## src/hdl/ttl_pkg.sv

```systemverilog
package ttl_pkg;

  localparam int CODE_W    = 10;
  localparam int VCC_W     = 13;
  localparam int SER_W     = 20;
  localparam int COEF_W    = 48;
  localparam int TEMP_W    = 24;
  localparam int VOLT_W    = 13;
  localparam int STAT_W    = 2;
  localparam int REG_IDX_W = 3;

  localparam int ADC_FULL_SCALE_DEF = 1023;
  localparam int COEF_FRAC_BITS_DEF = 46;

  localparam int RAIL_LOW_MV  = 10;
  localparam int RAIL_HIGH_MV = 3280;

  // log2 datapath, sized for the widest full scale
  localparam int FS_W_MAX  = 16;
  localparam int NUM_W     = SER_W + FS_W_MAX;
  localparam int KW        = $clog2(NUM_W);
  localparam int NORM_FRAC = 30;
  localparam int LOG_STEPS = 26;
  localparam int LOG_W     = KW + LOG_STEPS;

  localparam logic [31:0] LN2_Q32 = 32'd2977044472;

  // polynomial widths
  localparam int L_W    = LOG_W - 1;
  localparam int P2_W   = 2 * L_W - 24;
  localparam int P3_W   = P2_W + L_W - 24;
  localparam int CH_W   = COEF_W - 24;
  localparam int CL_W   = 24;
  localparam int TERM_W = CH_W + P3_W + 1;
  localparam int D_W    = TERM_W + 2;

  typedef enum logic [STAT_W-1:0] {
    STAT_OK   = 2'd0,
    STAT_RAIL = 2'd1,
    STAT_DEN  = 2'd2
  } stat_e;

  typedef enum logic [REG_IDX_W-1:0] {
    REG_VCC    = 3'd0,
    REG_SERIES = 3'd1,
    REG_COEF_A = 3'd2,
    REG_COEF_B = 3'd3,
    REG_COEF_C = 3'd4,
    REG_COEF_D = 3'd5
  } reg_e;

  typedef struct packed {
    logic [VOLT_W-1:0] volts;
    logic              rail;
  } side_t;

  typedef struct packed {
    logic [COEF_W-1:0] a;
    logic [COEF_W-1:0] b;
    logic [COEF_W-1:0] c;
    logic [COEF_W-1:0] d;
  } coef_t;

  function automatic logic [KW-1:0] msb_pos(input logic [NUM_W-1:0] x);
    logic [KW-1:0] p;
    p = '0;
    for (int i = 0; i < NUM_W; i++) begin
      if (x[i]) p = KW'(i);
    end
    return p;
  endfunction

endpackage

```

## src/hdl/ttl_front.sv

```systemverilog
module ttl_front import ttl_pkg::*; #(
  parameter int ADC_FULL_SCALE = ADC_FULL_SCALE_DEF
) (
  input  logic                clk_i,
  input  logic                rst_ni,
  input  logic                en_i,
  input  logic                vld_i,
  input  logic [CODE_W-1:0]   code_i,
  input  logic [VCC_W-1:0]    vcc_i,
  input  logic [SER_W-1:0]    series_i,
  output logic                vld_o,
  output side_t               side_o,
  output logic [NORM_FRAC:0]  ynum_o,
  output logic [KW-1:0]       knum_o,
  output logic [NORM_FRAC:0]  ycode_o,
  output logic [KW-1:0]       kcode_o
);

  localparam int FS_W   = $clog2(ADC_FULL_SCALE + 1);
  localparam int PROD_W = CODE_W + VCC_W;
  localparam logic [PROD_W:0]   RECIP   = (PROD_W+1)'((64'd1 << PROD_W) / ADC_FULL_SCALE);
  localparam logic [PROD_W-1:0] FS_P    = PROD_W'(ADC_FULL_SCALE);
  localparam logic [31:0]       RAIL_LO = 32'(RAIL_LOW_MV * ADC_FULL_SCALE);
  localparam logic [31:0]       RAIL_HI = 32'(RAIL_HIGH_MV * ADC_FULL_SCALE);
  localparam logic [31:0]       FS_32   = 32'(ADC_FULL_SCALE);

  logic [3:0]               vld_q;
  logic [CODE_W-1:0]        code1_q, code2_q;
  logic [PROD_W-1:0]        prod1_q, prod2_q, q0_q, volts3_q;
  logic                     rail2_q, rail3_q;
  logic [NUM_W-1:0]         num2_q, num3_q, code3_q;
  logic [KW-1:0]            knum3_q, kcode3_q;

  logic [2*PROD_W:0]        qm;
  logic                     rail_d;
  logic [FS_W-1:0]          nd;
  logic [PROD_W-1:0]        rem, volts_d;
  logic [NUM_W+NORM_FRAC-1:0] tn, tc;

  always_ff @(posedge clk_i or negedge rst_ni) begin
    if (!rst_ni) begin
      vld_q <= '0;
    end else if (en_i) begin
      vld_q <= {vld_q[2:0], vld_i};
    end
  end

  // reciprocal estimate is exact or one low
  assign qm = (2*PROD_W+1)'(prod1_q) * (2*PROD_W+1)'(RECIP);
  assign rail_d = ({9'd0, prod1_q} <= RAIL_LO) || ({9'd0, prod1_q} >= RAIL_HI) ||
                  ({22'd0, code1_q} >= FS_32) || (series_i == '0);
  assign nd = FS_W'(ADC_FULL_SCALE) - FS_W'(code1_q);

  assign rem     = prod2_q - PROD_W'(q0_q * FS_P);
  assign volts_d = (rem >= FS_P) ? q0_q + PROD_W'(1) : q0_q;

  assign tn = {num3_q, NORM_FRAC'(0)} >> knum3_q;
  assign tc = {code3_q, NORM_FRAC'(0)} >> kcode3_q;

  always_ff @(posedge clk_i) begin
    if (en_i) begin
      code1_q  <= code_i;
      prod1_q  <= PROD_W'(code_i) * PROD_W'(vcc_i);
      code2_q  <= code1_q;
      prod2_q  <= prod1_q;
      q0_q     <= qm[PROD_W +: PROD_W];
      rail2_q  <= rail_d;
      num2_q   <= NUM_W'(series_i * (SER_W+FS_W)'(nd));
      volts3_q <= volts_d;
      rail3_q  <= rail2_q;
      num3_q   <= num2_q;
      code3_q  <= NUM_W'(code2_q);
      knum3_q  <= msb_pos(num2_q);
      kcode3_q <= msb_pos(NUM_W'(code2_q));
      side_o.volts <= (volts3_q > PROD_W'(8191)) ? VOLT_W'(8191) : volts3_q[VOLT_W-1:0];
      side_o.rail  <= rail3_q;
      ynum_o   <= tn[NORM_FRAC:0];
      ycode_o  <= tc[NORM_FRAC:0];
      knum_o   <= knum3_q;
      kcode_o  <= kcode3_q;
    end
  end

  assign vld_o = vld_q[3];

endmodule

```

## config.mk

```make
export PLATFORM = sky130hd
export DESIGN_NAME = ttl_front
export DESIGN_NICKNAME = d
export VERILOG_FILES = /design/src/hdl/ttl_pkg.sv /design/src/hdl/ttl_front.sv
export SDC_FILE = /design/constraint.sdc
export NUM_CORES = 1
export LEC_CHECK = 0
export ABC_AREA = 1
export BUFFER_PORTS_ARGS = -buffer_cell sky130_fd_sc_hd__buf_2
export CORE_MARGIN = 8
export CORE_UTILIZATION = 50
export DETAILED_ROUTE_END_ITERATION = 8
export GPL_ROUTABILITY_DRIVEN = 0
export HOLD_SLACK_MARGIN = 0.15
export PLACE_DENSITY_LB_ADDON = 0.3
export RECOVER_POWER = 100
export SYNTH_ARGS = -nofsm -noshare
export SYNTH_HDL_FRONTEND = slang
export SYNTH_SLANG_ARGS = --single-unit
```

## constraint.sdc

```tcl
create_clock -name clk_i -period 8 [get_ports clk_i]
set_input_delay 0.4 -clock clk_i [delete_from_list [all_inputs] [get_ports clk_i]]
set_output_delay 0.4 -clock clk_i [all_outputs]
set_load 0.01 [all_outputs]
```

==> flow_metrics.tcl <==
set metrics [dict create \
    outcome "finished with violations" \
    violations "max-capacitance violations, max-slew violations" \
    clk_pin_slew_ns 0.07 \
    overflow 0 \
    num_rows 83 \
    postCtsSetupBuffers 0 \
    grt_antenna_before_repair 3 \
    grt_pass1_wl_um 92560 \
    tightest_slew_ns 4.032 \
    timing.fmax_mhz 155.0 \
    portBuffers 117 \
    clock_sinks 250 \
    syn_avg_cell_area_um2 9.326 \
    postSynthCellCount 2744 \
    synthArstFlopShare_pct 1.600 \
    cap_violations 3 \
    post-place-cells 3467 \
    core_mm2 0.05099 \
    crit_family "adder cells" \
    htree_num_levels 1 \
    synth_cell_types 55 \
    slowest_delay_ns 0.58 \
    cp-start-kind "register" \
    required_ns 8.27 \
    drt_iter0_drc 1274 \
    wirelength_um 55430 \
    viasPerCell 5.142 \
    postLayoutCellArea_mm2 0.02738 \
    grtUsageTotal_pct 18.85 \
    vias 18093 \
    synthFlopType "edfxtp_1" \
    worst-path-max-fanout 28 \
    min_period_ns 6.452 \
    worstSkewPairLatency_ns 0.53 \
    dp_hpwl_um 45260 \
    n_fill_cell 4615 \
    final_layout_size_suffix_gt1_share_pct 3.736 \
    worst_hold_path_type "in2async" \
    period_share_pct 80.65 \
    slew_violations 257 \
    antenna_left 0 \
    setup_viol 0 \
    cts_buffers 26 \
    criticalPathCategory "reg2reg" \
    wirelength_met1_um 24910 \
    slew_headroom_pct -168.8 \
    hold_viol 0 \
    rsz0062_at_grt "false" \
    die_y_um 242.2 \
    pin_count 136 \
    end_kind "register" \
    met3_length_um 3904 \
    clock_tree.buffer_depth 3 \
    ys_ff_latch 250 \
    highest_layer "met5" \
    die-area_mm2 0.05867 \
    cts_tree "yes" \
    drc_errors 0 \
    synthTopCellsByCount "inv_1 (570), nand2_1 (549), fa_1 (323)" \
    ys.warnings.count 0 \
    crit_top_cell "inv_1" \
    fin_tns_setup_ns 0 \
    final.setup_skew_ns 0.008042 \
    syn_to_final_growth_pct 6.982 \
    grt_max_degree 91 \
    dpl_cell_area_mm2 0.02669 \
    clockRootBuffer "clkbuf_16" \
    drt_pre_antenna_iters 5 \
    initial_core_util_pct 50.19 \
    synth_top_area_cell "edfxtp_1" \
    yosysMostFrequentCell "inv_1" \
    path_buf_inv 7 \
    yosysSeqAreaShare_pct 29.26 \
    crit_arrival_ns 6.72 \
    syn_area_mm2 0.02559 \
    synth-edff-count 246 \
    wl_met2_um 25310 \
    grt_pass1_vias 18754 \
    num-nets-final 3412 \
    wl_per_cell_um 15.75 \
    synth_top_area_share_pct 28.87 \
    cp_slowest_cell "fa_1" \
    synthTopCellsByArea "edfxtp_1 (29%), fa_1 (25%), ha_1 (11%), inv_1 (8.4%), nand2_1 (8.1%)" \
    stdcell_count 3519 \
    fp.dieW_um 242.2 \
]
flip-flops by register name (all words and copies together) (netlist names), 14 cells and up:
signal,count
q0_q,14
ycode_o,16
num3_q,30
ynum_o,31
num2_q,30
prod1_q,23
side_o,14
prod2_q,23
volts3_q,15
per-layer routing:
metal / vias to the layer above / track usage (%)
li1: 8718 / -
met1: 8755 / 25.95
met2: 531 / 30.73
met3: 87 / 3.285
met4: 2 / 4.842
met5: - / 0
cell families after synthesis:
| kind of cell | synth area share, % |
|---|---|
| other | 0.01465 |
| multiplexers | 0.5965 |
| AND/OR/NAND/NOR | 13.89 |
| buffers and inverters | 10.17 |
| adder cells (fa/ha/maj) | 36.27 |
| flip-flops | 29.26 |
| AO/OA/AOI/OAI | 6.689 |
| XOR/XNOR | 3.115 |
worst reg2reg max path, delay by kind of cell (launching register included):
kind	cells	cell delay, ns
buffers and inverters	7	0.57
AOI/OAI and AO/OA	5	0.76
and+or+nand+nor	8	1.18
xor gates and xnor gates	1	0.16
DFF	1	0.52
adders and majority gates	6	2.98
through the flow:
step	utilization, %	hold slack [ns]	worst slack [ns]
final	53.69	0.2347	1.548
after global routing	53.68	0.2410	1.105
after CTS	54.01	0.1843	1.645
after detailed placement	52.34	0.2095	1.676
after global placement	52.34	0.2065	1.794
after floorplan	-	0.1044	2.304
repair_timing:
action,in CTS,in global routing
hold buffers,2,0
endpoints found under the hold margin,5,0
gates resized for setup,0,0
cells in the final DEF, fill, tap and decap left out, drive strengths merged, types with 23 or more instances in the layout:
master,instances
nand2,560
inv,570
edfxtp,246
xnor2,23
fa,323
buf,34
o21ai,128
clkbuf,117
nand3,74
ha,225
nor2,198
xor2,68
a21oi,101
path summary, 6_finish.rpt:
path	from	to	slack [ns]	cells past startpoint
setup / recovery	q0_q[0]	volts3_q[8]	1.55	27
hold / removal	rst_ni	vld_q[0]	0.23	2
setup reg to reg	q0_q[0]	volts3_q[8]	1.55	27
hold reg to reg	rail3_q	side_o[0]	0.42	0
max in group asynchronous	rst_ni	vld_q[3]	7.58	2
min in group clk_i	vcc_i[0]	prod1_q[0]	0.32	3
final cells by class:
cell class,instances,area (um2),share of cell area (%)
multi-input combinational,1840,15520,56.70
sequential,250,7487,27.35
inverter,577,2166,7.911
tap,680,850.8,3.108
clock buffer,31,690.7,2.523
timing repair buffer,122,515.5,1.883
clock inverter,17,140.1,0.5119
antenna,2,5.005,0.01828
Power is left out: the tool's default activity adds up to more than one toggle a clock period on the data nets, which glitch-free logic cannot reach.
